==> src/hw/rtl/lvp_pkg.sv <==
// ----------------------------------------------------------------------------
// lvp_pkg
// shared types, constants and helper functions of the vibrato pitch engine
// ----------------------------------------------------------------------------
package lvp_pkg;

  // table geometry
  localparam int PITCH_TABLE_DEPTH = 608;
  localparam int WAVE_DEPTH        = 60;
  localparam int PITCH_ADDR_W      = $clog2(PITCH_TABLE_DEPTH);
  localparam int WAVE_ADDR_W       = $clog2(WAVE_DEPTH);

  // item field widths
  localparam int MODE_W  = 2;
  localparam int KEY_W   = 7;
  localparam int INDEX_W = 10;
  localparam int VALUE_W = 16;
  localparam int WORD_W  = 16;
  localparam int BEND_W  = 9;

  // configuration port
  localparam int CFG_ADDR_W = 5;
  localparam int CFG_DATA_W = 32;

  // register reset values
  localparam logic [6:0] RATE_RESET  = 7'd0;
  localparam logic [6:0] DEPTH_RESET = 7'd0;
  localparam logic [6:0] ROOT_RESET  = 7'd60;
  localparam logic [7:0] TUNE_RESET  = 8'd0;
  localparam logic [6:0] RANGE_RESET = 7'd2;
  localparam logic       TRI_RESET   = 1'b1;

  // lfo and pitch arithmetic
  localparam logic [8:0]  PHASE_WRAP   = 9'd240;
  localparam logic [2:0]  RELOAD_COUNT = 3'd6;
  localparam logic [18:0] RATE_RECIP   = 19'd478906;     // 58 * ceil(2^20 / 127)
  localparam int          RATE_RECIP_SH = 20;
  localparam logic [9:0]  BEND_CENTER  = 10'd64;
  localparam logic [7:0]  DIV12_RECIP  = 8'd171;         // ceil(2^11 / 12)
  localparam logic [3:0]  SEMITONES    = 4'd12;
  localparam logic [11:0] BASE_OFFSET  = 12'd208;
  localparam logic [31:0] PITCH_SCALE  = 32'd441;
  localparam logic [28:0] DIV15_RECIP  = 29'd286331154;  // (2^32 + 14) / 15
  localparam logic [15:0] STEP_LIMIT   = 16'h3FFF;

  typedef enum logic [MODE_W-1:0] {
    MODE_TICK       = 2'd0,
    MODE_PITCH_LOAD = 2'd1,
    MODE_WAVE_LOAD  = 2'd2
  } mode_t;

  typedef enum logic [2:0] {
    REG_RATE  = 3'd0,
    REG_DEPTH = 3'd1,
    REG_ROOT  = 3'd2,
    REG_TUNE  = 3'd3,
    REG_RANGE = 3'd4,
    REG_TRI   = 3'd5
  } reg_idx_t;

  typedef enum logic [3:0] {
    ST_IDLE,
    ST_PHASE,
    ST_SCALE,
    ST_BEND,
    ST_SPAN,
    ST_NOTE,
    ST_QUOT,
    ST_INDEX,
    ST_LOOK,
    ST_MUL,
    ST_DLO,
    ST_DHI,
    ST_FIN
  } state_t;

  typedef struct packed {
    logic [6:0]        rate;
    logic [6:0]        depth;
    logic [6:0]        root;
    logic signed [7:0] fine_tune;
    logic [6:0]        bend_range;
    logic              use_tri;
    logic [6:0]        step;
    logic              phase_clear;
  } cfg_t;

  // phase step per advance, indexed by floor(rate * 58 / 127)
  function automatic logic [6:0] lfo_step_of(input logic [5:0] q);
    logic [6:0] s;
    case (q) inside
      [6'd0:6'd11]:  s = 7'd4;
      [6'd12:6'd19]: s = 7'd5;
      [6'd20:6'd25]: s = 7'd6;
      [6'd26:6'd29]: s = 7'd7;
      [6'd30:6'd33]: s = 7'd8;
      [6'd34:6'd35]: s = 7'd9;
      [6'd36:6'd38]: s = 7'd10;
      6'd39:         s = 7'd11;
      [6'd40:6'd41]: s = 7'd12;
      6'd42:         s = 7'd13;
      6'd43:         s = 7'd14;
      6'd44:         s = 7'd15;
      6'd45:         s = 7'd16;
      6'd46:         s = 7'd17;
      6'd47:         s = 7'd18;
      6'd48:         s = 7'd20;
      6'd49:         s = 7'd21;
      6'd50:         s = 7'd24;
      6'd51:         s = 7'd26;
      6'd52:         s = 7'd30;
      6'd53:         s = 7'd34;
      6'd54:         s = 7'd40;
      6'd55:         s = 7'd48;
      6'd56:         s = 7'd60;
      6'd57:         s = 7'd80;
      6'd58:         s = 7'd120;
      default:       s = 7'd0;
    endcase
    return s;
  endfunction

  // default triangle waveform sample
  function automatic logic [7:0] triangle_at(input logic [6:0] i);
    logic [9:0] i8;
    logic [9:0] v;
    i8 = {i, 3'b000};
    if (i <= 7'd14) begin
      v = 10'd128 + i8;
    end else if (i <= 7'd44) begin
      v = 10'd352 - i8;
    end else begin
      v = i8 - 10'd352;
    end
    return v[7:0];
  endfunction

endpackage

==> src/hw/rtl/lvp_cfg_regs.sv <==
// ----------------------------------------------------------------------------
// lvp_cfg_regs
// apb register file of the vibrato pitch engine and the lfo step lookup
// ----------------------------------------------------------------------------
module lvp_cfg_regs (
  input  logic                              clk,
  input  logic                              rst_n,
  input  logic                              psel,
  input  logic                              penable,
  input  logic                              pwrite,
  input  logic [lvp_pkg::CFG_ADDR_W-1:0]    paddr,
  input  logic [lvp_pkg::CFG_DATA_W-1:0]    pwdata,
  output logic [lvp_pkg::CFG_DATA_W-1:0]    prdata,
  output logic                              pready,
  output lvp_pkg::cfg_t                     cfg
);

  logic              wr_en;
  lvp_pkg::reg_idx_t wr_idx;
  logic [6:0]        rate_r, rate_nxt;
  logic [6:0]        depth_r, depth_nxt;
  logic [6:0]        root_r, root_nxt;
  logic [7:0]        tune_r, tune_nxt;
  logic [6:0]        range_r, range_nxt;
  logic              tri_r, tri_nxt;
  logic [6:0]        step_r, step_nxt;
  logic [25:0]       rate_prod;
  logic              rate_wr;

  assign pready = 1'b1;
  assign wr_en  = psel && penable && pwrite && pready;
  assign wr_idx = lvp_pkg::reg_idx_t'(paddr[4:2]);

  always_comb begin
    rate_nxt  = rate_r;
    depth_nxt = depth_r;
    root_nxt  = root_r;
    tune_nxt  = tune_r;
    range_nxt = range_r;
    tri_nxt   = tri_r;
    rate_wr   = 1'b0;
    if (wr_en) begin
      unique case (wr_idx)
        lvp_pkg::REG_RATE: begin
          rate_nxt = pwdata[6:0];
          rate_wr  = 1'b1;
        end
        lvp_pkg::REG_DEPTH: depth_nxt = pwdata[6:0];
        lvp_pkg::REG_ROOT:  root_nxt  = pwdata[6:0];
        lvp_pkg::REG_TUNE:  tune_nxt  = pwdata[7:0];
        lvp_pkg::REG_RANGE: range_nxt = pwdata[6:0];
        lvp_pkg::REG_TRI:   tri_nxt   = pwdata[0];
        default: ;
      endcase
    end
  end

  // step is registered from the rate register and follows it in the next cycle
  assign rate_prod = 26'(rate_r) * 26'(lvp_pkg::RATE_RECIP);
  assign step_nxt  = (rate_r == 7'd0) ? 7'd0
                   : lvp_pkg::lfo_step_of(rate_prod[lvp_pkg::RATE_RECIP_SH +: 6]);

  always_ff @(posedge clk) begin
    if (!rst_n) begin
      rate_r  <= lvp_pkg::RATE_RESET;
      depth_r <= lvp_pkg::DEPTH_RESET;
      root_r  <= lvp_pkg::ROOT_RESET;
      tune_r  <= lvp_pkg::TUNE_RESET;
      range_r <= lvp_pkg::RANGE_RESET;
      tri_r   <= lvp_pkg::TRI_RESET;
      step_r  <= 7'd0;
    end else begin
      rate_r  <= rate_nxt;
      depth_r <= depth_nxt;
      root_r  <= root_nxt;
      tune_r  <= tune_nxt;
      range_r <= range_nxt;
      tri_r   <= tri_nxt;
      step_r  <= step_nxt;
    end
  end

  always_comb begin
    prdata = '0;
    unique case (lvp_pkg::reg_idx_t'(paddr[4:2]))
      lvp_pkg::REG_RATE:  prdata = 32'(rate_r);
      lvp_pkg::REG_DEPTH: prdata = 32'(depth_r);
      lvp_pkg::REG_ROOT:  prdata = 32'(root_r);
      lvp_pkg::REG_TUNE:  prdata = 32'(tune_r);
      lvp_pkg::REG_RANGE: prdata = 32'(range_r);
      lvp_pkg::REG_TRI:   prdata = 32'(tri_r);
      default:            prdata = '0;
    endcase
  end

  assign cfg.rate        = rate_r;
  assign cfg.depth       = depth_r;
  assign cfg.root        = root_r;
  assign cfg.fine_tune   = tune_r;
  assign cfg.bend_range  = range_r;
  assign cfg.use_tri     = tri_r;
  assign cfg.step        = step_r;
  assign cfg.phase_clear = rate_wr;

endmodule

==> config.mk <==
export PLATFORM = sky130hd
export DESIGN_NAME = lvp_cfg_regs
export DESIGN_NICKNAME = d
export VERILOG_FILES = /design/src/hw/rtl/lvp_pkg.sv /design/src/hw/rtl/lvp_cfg_regs.sv
export SDC_FILE = /design/constraint.sdc
export NUM_CORES = 1
export LEC_CHECK = 0
export ABC_AREA = 1
export BUFFER_PORTS_ARGS = -buffer_cell sky130_fd_sc_hd__buf_2
export CAP_MARGIN = 20
export CORE_MARGIN = 2
export CORE_UTILIZATION = 40
export DETAILED_ROUTE_END_ITERATION = 12
export PLACE_DENSITY = 0.74
export SKIP_LAST_GASP = 1
export SLEW_MARGIN = 20
export SYNTH_ARGS = -nofsm -noshare
export SYNTH_HDL_FRONTEND = slang
export SYNTH_SLANG_ARGS = --single-unit
==> constraint.sdc <==
create_clock -name clk -period 5.4 [get_ports clk]
set_input_delay 1.08 -clock clk [delete_from_list [all_inputs] [get_ports clk]]
set_output_delay 1.08 -clock clk [all_outputs]
set_load 0.05 [all_outputs]
## Word level (Yosys, flattened, before mapping)

Cells that the tools add are included.

- Register bits: 44
- Logic and storage cells: 108

- Multiply operators: 1
- Reduce and logical (&&, ||, !) cells: 25
- Bitwise logic cells: 1
- Magnitude comparators: 16
- Multiplexer cells: 29
- Equality and inequality tests: 23

Operators by type and width:

| kind | count |
|---|---|
| $eq 6x6->1 const B | 18 |
| $pmux 8 s6 | 1 |
| $mux 5 | 8 |
| $mux 4 | 8 |
| $reduce_or 26->1 | 1 |
| $mul 7x18->25 const B | 1 |
| $le 6x6->1 const B | 4 |
| $mux 6 | 4 |
| $reduce_or 22->1 | 1 |
| $ge 6x5->1 const B | 3 |
| $ge 6x6->1 const B | 3 |
| $le 6x5->1 const B | 3 |
| $mux 7 | 2 |
| $reduce_or 14->1 | 1 |
| $mux 3 | 4 |
| $reduce_and 2->1 | 6 |
| $logic_and 1x1->1 | 10 |
| $logic_not 7->1 | 1 |
| $eq 3x2->1 const B | 2 |
| $eq 3x3->1 const B | 2 |
| $ge 6x1->1 const B | 1 |
| $ge 6x4->1 const B | 1 |
| $le 6x4->1 const B | 1 |
| $reduce_or 6->1 | 1 |
| 7 further kinds | 8 |

## Logic depth before layout (Yosys ltp)

Gate-level depths: netlist of the first run.

- Depth in word-level cells: 28
- Gate-level depth with buffers: 29
- Gate-level depth less buffers: 29

## Least setup slack after synthesis of the first run

OpenSTA, ideal clock, no wires.

- Kind: flip-flop to flip-flop
- From: register rate_r[5]
- To: register step_r[0]
- Setup slack: 0.770 ns
- Library setup time: 0.112 ns
- Stages on the path, launching flop included: 24
- Arrival time: 4.519 ns
- Cells stage by stage: dfxtp_1 inv_1 ha_1 inv_1 fa_1 fa_1 fa_1 inv_1 ha_1 nand2_1 nor2_1 nand2_1 nor2_1 nand2_1 nand4_1 nand2_4 nor2_2 nand2_2 inv_2 nand2_1 nand2_1 nand4_1 nor2_1 nor2_1

- Word-level cells in the longest chain between the ends: 26
- Elaborated cells between the ends (all ways): 68
- Those cells by class: mul (1); order compare (16); eq/ne (17); mux (24); reduce/logical (10)

RTL lines:

| item | line | text |
|---|---|---|
| start, declared | lvp_cfg_regs.sv:20 | `logic [6:0] rate_r, rate_nxt;` |
| start signal, assigned | lvp_cfg_regs.sv:65 | `rate_r <= lvp_pkg::RATE_RESET;` |
| start signal, assigned | lvp_cfg_regs.sv:73 | `rate_r <= rate_nxt;` |
| $mul 7x18->25 | lvp_cfg_regs.sv:59 | `assign rate_prod = 26'(rate_r) * 26'(lvp_pkg::RATE_RECIP);` |
| $eq 6x6->1 | lvp_cfg_regs.sv:61 | `: lvp_pkg::lfo_step_of(rate_prod[lvp_pkg::RATE_RECIP_SH +: 6]);` |
| $mux 7 | lvp_pkg.sv:91 | `case (q) inside` |
| $mux 6 (4 in a row) | lvp_pkg.sv:91 |  |
| $mux 5 (8 in a row) | lvp_pkg.sv:91 |  |
| $mux 4 (8 in a row) | lvp_pkg.sv:91 |  |
| $mux 3 (3 in a row) | lvp_pkg.sv:91 |  |
| end signal, assigned | lvp_cfg_regs.sv:79 | `step_r <= step_nxt;` |
| end, declared | lvp_cfg_regs.sv:26 | `logic [6:0] step_r, step_nxt;` |

Parallel ways exist; a longest one is shown, timed or not.
A chain may end at the register's enable or synchronous reset.

## Final worst setup path of the first run

Ends and elaborated chain as after synthesis.

==> results.md, run 1 <==
* Status: finished with violations
* Failing checks: DRC
* Via count at 4,456
* Vias in the first global route at roughly 4,200
* Worst-margin pin slew at 0.961 ns
* IO Port Bufs at 68
* Finished Core Util at between 40 and 50%
* Post-route ant nets at 0
* Worst R2R Start: rate_r[5]
* Post-CTS setup buffer count at 0
* Crit path DAT at around 5 ns
* Antenna violations before repair at 0
* Sw Share at a little under a third
* Max-Cap Viols at 0
* Int Pwr at 580 uW
* DR DRC count at 2
* Gr ovfl total at 0
* Crit Path Max Fanout at 9
* Hold path cells at 2
* Worst R2R Setup Slack at slightly below 0.6 ns
* Adder-Cell Fraction of Synth Area at 26.7%
* Compound-Gate Fraction of Synth Area at about a tenth
* Post-cts resize count at 0
* Highest Signal Layer: met4
* Pin count of the biggest net entering global routing at 39
* Met2 routed WL at about 5500 um
* Wirelength per Cell at ~13 um
* Die width at roughly 110 um
* Fmax at 0.208 GHz
* CTS tree: built
* Metal3 WL at ~600 um
* Synth area leaders: dfxtp_1 (18%), ha_1 (15%), nand2_1 (13%)
* Num ports at 120
* Leak Pwr at 0.00305 uW
* RSZ-0062 raised after global routing: false
* Endpoints failing setup at 0
* Antenna cells at 0
* Total Routing Usage GR at a little under a fifth
* H-Tree Depth at 2
* Comb pwr share at about 18%
* Post-CTS Hold Buffers at 0
* Core area at 11,500 um2
* Post-synthesis mux area share at 0%
* Crit path launch type: flip-flop
* M1 WL at between 5000 and 6000 um
* Ys Warns at 0
* Top cell type's share of synthesized area at approximately 18%
* Clk_skew at ~0.0053 ns
* Sw Pwr at between 200 and 300 uW
* Slew margin rel. at between 30% and 40%
* Gpl congestion at ~0.87
* R2R cell count at 23
* Worst VDD drop at between 0.00015 and 0.0002 V
* Hold path start: root_r[4]
* First-pass GRT wire length at about 19,000 um
* Slowest cell delay on critical path at slightly above 0.6 ns
* Mean Syn Cell Area at between 6 and 7 um2
* Clock power frac at 42.3%
* Drt pass-1 iters at 8
* Row count at 39
* Worst setup EP type: flip-flop
* RR Endpoint: step_r[0]
* Clock buffer depth at 2
* Clock Sinks at 44
* Reg power frac at roughly two fifths
* Post-Synth Simple-Gate Area at 29.8%
* Placed cells at slightly above 900
* Synthesized flop and latch total at 44
* WL final at between 10,000 and 15,000 um
* Total CTS buffers at 5
* Die ar. at approximately 13,000 um2
* Largest family of logic cells by synthesized area: simple AND/OR/NAND/NOR gates
* Crit-path cells: inv_1 -> ha_1 -> inv_1 -> fa_1 -> fa_1 -> fa_1 -> inv_1 -> ha_1 -> nand2_1 -> nor2_1 -> nand2_1 -> nor2_1 -> nand2_1 -> nand4_1 -> nand2_4 -> nor2_2 -> nand2_2 -> inv_2 -> nand2_1 -> nand2_1 -> nand4_1 -> nor2_1 -> nor2_1
* Layout cell share with drive strength beyond 1 at between 10% and 20%
* Tcrit/Tclk final at ~89%
* Detail Placement HPWL at ~9600 um
* Clk_lat worst skew at between 0.2 and 0.3 ns
* Final period demand of the worst path at just under 5 ns
* Final slew viol count at 0
* Vias per cell at ~4.9
* Layout area overhead at 11.6%
* # nets final at between 900 and 1,000
* Power consumption at slightly above 800 uW
* Final Hold Vio Count at 0
* Power Density at 156 nW/um2
* Critical path class: reg -> reg
* DIE HEIGHT at 113 um
* Starting Density at 41.4%
* Syn Std Cell Area at 4770 um2
* Leading area contributor after synthesis: dfxtp_1
* Post-Syn Instances at 708
* Clock root buffer: clkbuf_16
* Yosys cell types at 36
* Register area share after synthesis at around 18%
* Cell with the most instances on the worst path: nand2_1
* Iter 0 DRT Violations at 182
* Hold Path End: root_r[4]
* Synth Area in XOR/XNOR at 0.551%
* Hold crit path type: reg -> reg
* Clk slew on worst S/H paths at around 0.060 ns
* Non-Filler Instances at approximately 900
* Critical Path Slowest Stage Cell: dfxtp_1
* Critical Path RT at between 5 and 6 ns
* TNS Setup at 0 ns
==> layout make-up <==
cell class                 count  area [um2]
clock buffer                   5         125
clock inverter                 3        46.3
fill                        1203        6190
inverter                     127         477
multi-input combinational    528        3280
sequential                    44         881
tap                          143         179
timing repair buffer          68         340
==> power by group through the flow <==
stage | clock network, uW | logic, uW | registers [uW]
2_1_floorplan | 0 | 115 | 352
3_3_place_gp | 0 | 145 | 340
3_5_place_dp | 0 | 145 | 340
4_1_cts | 358 | 147 | 333
5_1_grt | 369 | 160 | 333
6_report | 352 | 147 | 333
==> stage by stage <==
step / hold slack (ns) / worst slack [ns] / instance area, um2
floorplan: 0.450 / 0.770 / 4860
global placement: 0.466 / 0.640 / 5150
detailed placement: 0.471 / 0.593 / 5150
CTS: 0.486 / 0.595 / 5330
global route: 0.509 / 0.232 / 5330
finish: 0.489 / 0.596 / 5330
==> state kept, by name, summed over array words and instances (netlist names) <==
| signal | cells |
|---|---|
| step_r | 7 |
| tune_r | 8 |
| rate_r | 7 |
| tri_r | 1 |
| range_r | 7 |
| root_r | 7 |
| depth_r | 7 |
==> kinds of logic (layout without fill, tap and decap cells) <==
family,count (synthesis),in the layout
XOR/XNOR,3,3
flip-flops,44,44
AND/OR/NAND/NOR,335,335
adder cells (fa/ha/maj),85,85
other,2,25
AO/OA/AOI/OAI,80,80
buffers and inverters,159,203
==> how the worst max path moves through the flow <==
stage,slack (ns),cells after the start,startpoint,to
3_3_place_gp,0.64,23,rate_r[5],step_r[0]
5_1_grt,0.23,25,rate_r[5],step_r[0]
4_1_cts,0.60,23,rate_r[5],step_r[0]
6_report,0.60,23,rate_r[5],step_r[0]
2_1_floorplan,0.77,23,rate_r[5],step_r[0]
3_5_place_dp,0.59,23,rate_r[5],step_r[0]
==> cells in the final DEF (no fill, tap or decap), drive strengths merged, types with 2 or more instances in the layout <==
master,n
ha,57
clkinv,2
o2111ai,3
fa,28
buf,68
nand2,179
nand3,33
xnor2,2
clkbuf,5
nor2,106
a22oi,3
inv,126
a21oi,22
a221o,2
conb,25
nand4,11
nor3,4
a221oi,2
o21bai,3
o211ai,2
dfxtp,44
o21ai,40
==> layer usage <==
metal / up-vias / GRT usage (%)
met2: 125 / 31.5
li1: 2293 / -
met5: - / 0
met3: 18 / 3.27
met1: 2020 / 23.6
met4: 0 / 5.04
==> critical path, delay by kind of cell (launching register included) <==
kind / cells / cell delay (ns)
fa+ha+maj: 5 / 2.12
buf+inv: 4 / 0.43
flops: 1 / 0.61
simple gates: 14 / 1.52
==> cells in the mapped netlist, drive strengths merged <==
cell type,instances
a21o,1
nor2,106
nand3,33
nand4,11
inv,125
o21a,1
a221o,2
a21boi,1
dfxtp,44
ha,57
clkbuf,5
xor2,1
nand2,179
a22oi,3
o211ai,2
xnor2,2
o21bai,3
and3,1
a221oi,2
o2111ai,3
or2,1
o21ai,40
nor3,4
conb,2
clkinv,2
a21oi,22
fa,28
buf,27
Note: power is estimated with default switching activity, not from simulation.
==> run 2, diff against run 1 <==
--- a/config.mk
+++ b/config.mk
@@ -8,8 +8,9 @@
 export ABC_AREA = 1
 export BUFFER_PORTS_ARGS = -buffer_cell sky130_fd_sc_hd__buf_2
 export CAP_MARGIN = 20
-export CORE_MARGIN = 2
+export CORE_MARGIN = 3
 export CORE_UTILIZATION = 40
+export CTS_BUF_LIST = sky130_fd_sc_hd__clkbuf_8
 export DETAILED_ROUTE_END_ITERATION = 12
 export PLACE_DENSITY = 0.74
 export SKIP_LAST_GASP = 1
@@ -17,3 +18,4 @@
 export SYNTH_ARGS = -nofsm -noshare
 export SYNTH_HDL_FRONTEND = slang
 export SYNTH_SLANG_ARGS = --single-unit
+export TNS_END_PERCENT = 30
==> run 2 against run 1 <==
The run now ends clean. Highest routed layer unchanged. Final cell count unchanged. Non-clock buffer count unchanged. Critical path type unchanged. Total power decreased by 11%. Critical endpoint unchanged.
==> results.md, run 2 (synthesized netlist as in run 1, its figures left out) <==
* IO Port Bufs at a little under 70
* Iter 0 DRT Violations at around 230
* Die ar. at between 10,000 and 15,000 um2
* DIE HEIGHT at approximately 120 um
* Largest reg by FF count: tune_r
* Clock Sinks at between 40 and 50
* Clk slew on worst S/H paths at roughly 0.090 ns
* Clk_lat worst skew at approximately 0.3 ns
* Final worst setup slack at roughly 0.60 ns
* Vias in the first global route at 4,320
* Clock root buffer: clkbuf_8
* Finished Core Util at ~46%
* # nets final at between 900 and 1,000
* Pin count of the biggest net entering global routing at 39
* Clk_skew at around 0.0035 ns
* Drt pass-1 iters at 4
* Power Density at 141 nW/um2
* Tcrit/Tclk final at approximately nine tenths
* Cell with the most instances on the worst path: nand2_1
* Critical Path Slowest Stage Cell: dfxtp_1
* Worst setup EP type: flip-flop
* Post-CTS Hold Buffers at 0
* Row count at 39
* Final slew viol count at 0
* Endpoints failing setup at 0
* Hold crit path type: reg -> reg
* Worst-margin pin slew at approximately 0.94 ns
* Critical path class: reg -> reg
* Crit-path cells: inv_1 -> ha_1 -> inv_1 -> fa_1 -> fa_1 -> fa_1 -> inv_1 -> ha_1 -> nand2_1 -> nor2_1 -> nand2_1 -> nor2_1 -> nand2_1 -> nand4_1 -> nand2_4 -> nor2_2 -> nand2_2 -> inv_2 -> nand2_1 -> nand2_1 -> nand4_1 -> nor2_1 -> nor2_1
* Core area at 11,500 um2
* Starting Density at between 40% and 50%
* WL final at around 12,000 um
* Slew margin rel. at ~37%
* Number of cells on the critical path at 23
* H-Tree Depth at 2
* Critical Path RT at 5.60 ns
* Num ports at between 100 and 150
* Largest delay share family, worst path: adder cells
* Most frequent cells in the layout: nand2_1 (166), inv_1 (123), nor2_1 (96)
* Crit path DAT at around 5.0 ns
* Total Routing Usage GR at approximately 18%
* Fill cells at between 1,000 and 1,500
* Post-CTS setup buffer count at 0
* Clock buffer depth at 2
* Vias per cell at roughly 4.9
* Most common cell after layout, fill and taps aside: nand2_1
* Wirelength per Cell at roughly 13 um
* Antenna cells at 0
* Pre-CTS setup slack at 0.572 ns
* CTS tree: built
* Fmax at approximately 0.21 GHz
* Max reg flops at 8
* DR DRC count at 0
* Status: complete, no violations
* Post-cts resize count at 0
* Detail Placement HPWL at about 9900 um
* Hold path cells at 2
* Layout area overhead at 10.5%
* TNS Setup at 0 ns
* Total CTS buffers at 5
* Final period demand of the worst path at slightly below 5 ns
* R2R cell count at 23
* Max-Cap Viols at 0
* Worst VDD drop at approximately 0.00013 V
* Post-route ant nets at 0
* First-pass GRT wire length at around 20,000 um
* Gr ovfl total at 0
* Slowest cell delay on critical path at 0.62 ns
* Antenna violations before repair at 0
* Leak Pwr at just over 0.003 uW
* Die width at between 100 and 150 um
* Layout cell share with drive strength beyond 1 at between 10 and 15%
* Final Hold Vio Count at 0
* Crit path buf inv count at 4
* RSZ-0062 raised after global routing: false
* Gpl congestion at around 0.9
* Crit path launch type: flip-flop
* Crit Path Max Fanout at 9
* Via count at between 4,000 and 5,000
## run 2: cell counts in the layout (fill, tap and decap cells not counted)
No cell type changed its count.
## run 2: stage by stage
stage               hold slack, ns  instances  power [uW]  cell area [um2]
global placement             0.467        910         484             5150
global route                 0.499        918         774             5270
CTS                          0.484        918         747             5270
finish                       0.481        918         741             5270
detailed placement           0.468        910         485             5150
floorplan                    0.450        731         468             4860
## run 2: power breakdown
| group | total [uW] | internal [uW] | switching (uW) |
|---|---|---|---|
| sequential | 332 | 328 | 4.25 |
| combinational | 147 | 31.4 | 115 |
| clock | 262 | 139 | 123 |
## run 2: worst paths after layout
path / end / startpoint / slack [ns]
setup / recovery: step_r[0] / rate_r[5] / 0.60
hold / removal: tune_r[7] / tune_r[7] / 0.48
setup reg to reg: step_r[0] / rate_r[5] / 0.60
hold reg to reg: tune_r[7] / tune_r[7] / 0.48
## run 2: worst register-to-register path, stage by stage, from the launching register on
cell and delay (ns):
dfxtp_1 0.62, inv_1 0.19, ha_1 0.32, inv_1 0.12, fa_1 0.46, fa_1 0.51
fa_1 0.52, inv_1 0.04, ha_1 0.32, nand2_1 0.10, nor2_1 0.20, nand2_1 0.12
nor2_1 0.10, nand2_1 0.10, nand4_1 0.16, nand2_4 0.09, nor2_2 0.19, nand2_2 0.12
inv_2 0.09, nand2_1 0.05, nand2_1 0.06, nand4_1 0.08, nor2_1 0.09, nor2_1 0.05
## run 2: layer usage
metal / track usage [%] / vias up / routed length [um]
li1: - / 2292 / -
met1: 23.1 / 2015 / 5270
met2: 31.6 / 126 / 5710
met3: 3.47 / 20 / 647
met4: 4.38 / 0 / 184
met5: 0 / - / 0
## run 2: layout make-up
type | instances | area, um2 | area share, %
Multi-Input combinational cell | 528 | 3280 | 62.2
Sequential cell | 44 | 881 | 16.7
Inverter | 127 | 477 | 9.05
Timing Repair Buffer | 68 | 340 | 6.46
Tap cell | 143 | 179 | 3.40
Clock buffer | 5 | 68.8 | 1.31
Clock inverter | 3 | 46.3 | 0.878
==> run 3, diff against run 2 <==
--- a/config.mk
+++ b/config.mk
@@ -12,7 +12,7 @@
 export CORE_UTILIZATION = 40
 export CTS_BUF_LIST = sky130_fd_sc_hd__clkbuf_8
 export DETAILED_ROUTE_END_ITERATION = 12
-export PLACE_DENSITY = 0.74
+export PLACE_DENSITY = 0.76
 export SKIP_LAST_GASP = 1
 export SLEW_MARGIN = 20
 export SYNTH_ARGS = -nofsm -noshare
==> constraint.sdc (replaced) <==
create_clock -name clk -period 4.39 [get_ports clk]
set_input_delay 0.878 -clock clk [delete_from_list [all_inputs] [get_ports clk]]
set_output_delay 0.878 -clock clk [all_outputs]
set_load 0.05 [all_outputs]
==> run 3 against run 2 <==
Clock power up 24%. Hold slack about the same. Via count rose by 3.7%. Sequential power rose by 23%. First-iteration DRC count rose by 2.2%. Clock-buffer cell count unchanged. Critical endpoint unchanged. Clock skew hardly changed. Critical path depth is 1 lower. Sequential share of layout area shrank 1.2 points. Flip-flop and latch count unchanged. Utilization up 4.3 points. Critical path type unchanged.
==> results.md, run 3 (synthesized netlist as in run 1, its figures left out) <==
* Crit-path cells: fa_1 -> inv_2 -> fa_1 -> inv_2 -> fa_1 -> fa_1 -> ha_4 -> nand2_2 -> nor2_2 -> nand2_1 -> nor2_1 -> nand2_1 -> nand3_2 -> nand2_2 -> nand2_4 -> nand2_2 -> buf_4 -> nor3_2 -> o21ai_2 -> nand2_1 -> nor2_1 -> nor2_1
* Clk_skew at approximately 0.0032 ns
* Critical path class: reg -> reg
* Largest reg by FF count: tune_r
* Layout cell share with drive strength beyond 1 at around a quarter
* Largest delay share family, worst path: adder cells
* Status: complete, no violations
* CTS tree: built
* Fill cells at between 1,000 and 1,500
* Antenna cells at 0
* Power Density at between 150 and 200 nW/um2
* Total CTS buffers at 5
* Slowest cell delay on critical path at between 0.5 and 0.6 ns
* Pin count of the biggest net entering global routing at 39
* Layout area overhead at 20.9%
* Worst setup EP type: flip-flop
* Detail Placement HPWL at between 9000 and 10,000 um
* Wirelength per Cell at 12.7 um
* Final period demand of the worst path at approximately 4.3 ns
* Drt pass-1 iters at 7
* Num ports at 120
* Via count at 4,618
* Power consumption at approximately 930 uW
* Antenna violations before repair at 0
* Sw Share at 33.1%
* DR DRC count at 0
* Critical Path Slowest Stage Cell: fa_1
* Critical Path RT at roughly 4.6 ns
* Crit path launch type: flip-flop
* Clock Sinks at 44
* Crit path DAT at 4.55 ns
* Finished Core Util at between 50% and 60%
* Clock buffer depth at 2
* Post-CTS Hold Buffers at 0
* Fmax at about 0.23 GHz
* Endpoints failing setup at 0
* TNS Setup at 0 ns
* Most common cell after layout, fill and taps aside: nand2_1
* Worst hold slack at approximately 0.48 ns
* WL final at 12,000 um
* H-Tree Depth at 2
* Max-Cap Viols at 0
* Hold crit path type: reg -> reg
* Most frequent cells in the layout: nand2_1 (132), inv_1 (117), nor2_1 (84)
* Clk_lat worst skew at around 0.3 ns
* Die width at roughly 120 um
* Leak Pwr at about 0.0032 uW
* Cell with the most instances on the worst path: fa_1
* Worst-margin pin slew at between 0.6 and 0.7 ns
* Max reg flops at 8
* Vias per cell at ~4.9
* First-pass GRT wire length at about 19,000 um
* Post-route ant nets at 0
* Gr ovfl total at 0
* Starting Density at 41.4%
* Sw Pwr at 307 uW
* Design area at approximately 5800 um2
* Placed inst area at 5320 um2
* RSZ-0062 raised after global routing: true
* Row count at 39
* Reg area at approximately 900 um2
* Vias in the first global route at 4,165
* Tcrit/Tclk final at between 90% and 100%
* Clk slew on worst S/H paths at roughly 0.09 ns
* Reg power frac at a little over two fifths
* Die ar. at ~13,000 um2
* Area of the multi-input gates at between 3000 and 4000 um2
* Final Hold Vio Count at 0
* Iter 0 DRT Violations at ~240
* Comb pwr share at a little over a fifth
* DIE HEIGHT at ~120 um
* Core area at 11,500 um2
* Total Routing Usage GR at 17.6%
* # nets final at between 900 and 1,000
* Clock root buffer: clkbuf_8
* Final slew viol count at 0
* Clock power frac at between 30% and 40%
* Crit Path Max Fanout at 4
* IO Port Bufs at 68
* Worst VDD drop at between 0.0002 and 0.00025 V
* Crit path buf inv count at 3
* Gpl congestion at approximately 0.86
* Slew margin rel. at slightly below 60%
* Int Pwr at a little over 600 uW
[run 3: cell count changes in the layout (fill, tap and decap cells not counted), moves of 8 or more]
cell	before	now
nand2_1	166	132
nand2_2	12	41
nor2_4	2	10
nor2_1	96	84
buf_4	0	24
[run 3: metrics by stage]
step | cells | worst slack, ns
after global routing | 942 | -0.134
after global placement | 931 | -0.00207
final | 942 | 0.0622
after detailed placement | 931 | -0.0696
after floorplan | 731 | 0.0130
after CTS | 939 | -0.00511
[run 3: power by group through the flow]
stage               combinational (uW)  clock, uW  sequential (uW)
floorplan                          142          0              433
global placement                   182          0              417
detailed placement                 183          0              417
CTS                                185        330              408
global route                       214        345              407
finish                             197        325              407
[run 3: worst paths after layout]
check	slack, ns	startpoint	endpoint	cells past startpoint
min	0.48	tune_r[7]	tune_r[7]	2
min reg2reg	0.48	tune_r[7]	tune_r[7]	2
max reg2reg	0.06	rate_r[5]	step_r[0]	22
max	0.06	rate_r[5]	step_r[0]	22
[run 3: area by class of cell]
type / count / area share (%)
clock buffer: 5 / 1.19
clock inverter: 3 / 0.803
inverter: 127 / 8.26
multi-input combinational: 528 / 62.1
sequential: 44 / 15.5
tap: 143 / 3.10
timing repair buffer: 92 / 9.02
[run 3: layer usage]
layer / GRT usage [%] / wire (um)
met5: 0 / 0
met4: 3.36 / 144
met3: 2.74 / 651
met1: 23.5 / 5210
met2: 30.5 / 5970
[run 3: worst min-delay path, stage by stage (launching register included)]
cell	delay [ns]
dfxtp_1	0.32
inv_1	0.07
a21oi_1	0.06
[run 3: what timing repair did]
item	4_1_cts	5_1_grt
endpoints found under the hold margin	0	0
endpoints found under the setup margin	7	7
setup buffers	0	3
pin swaps	2	30
gates resized for setup	7	82
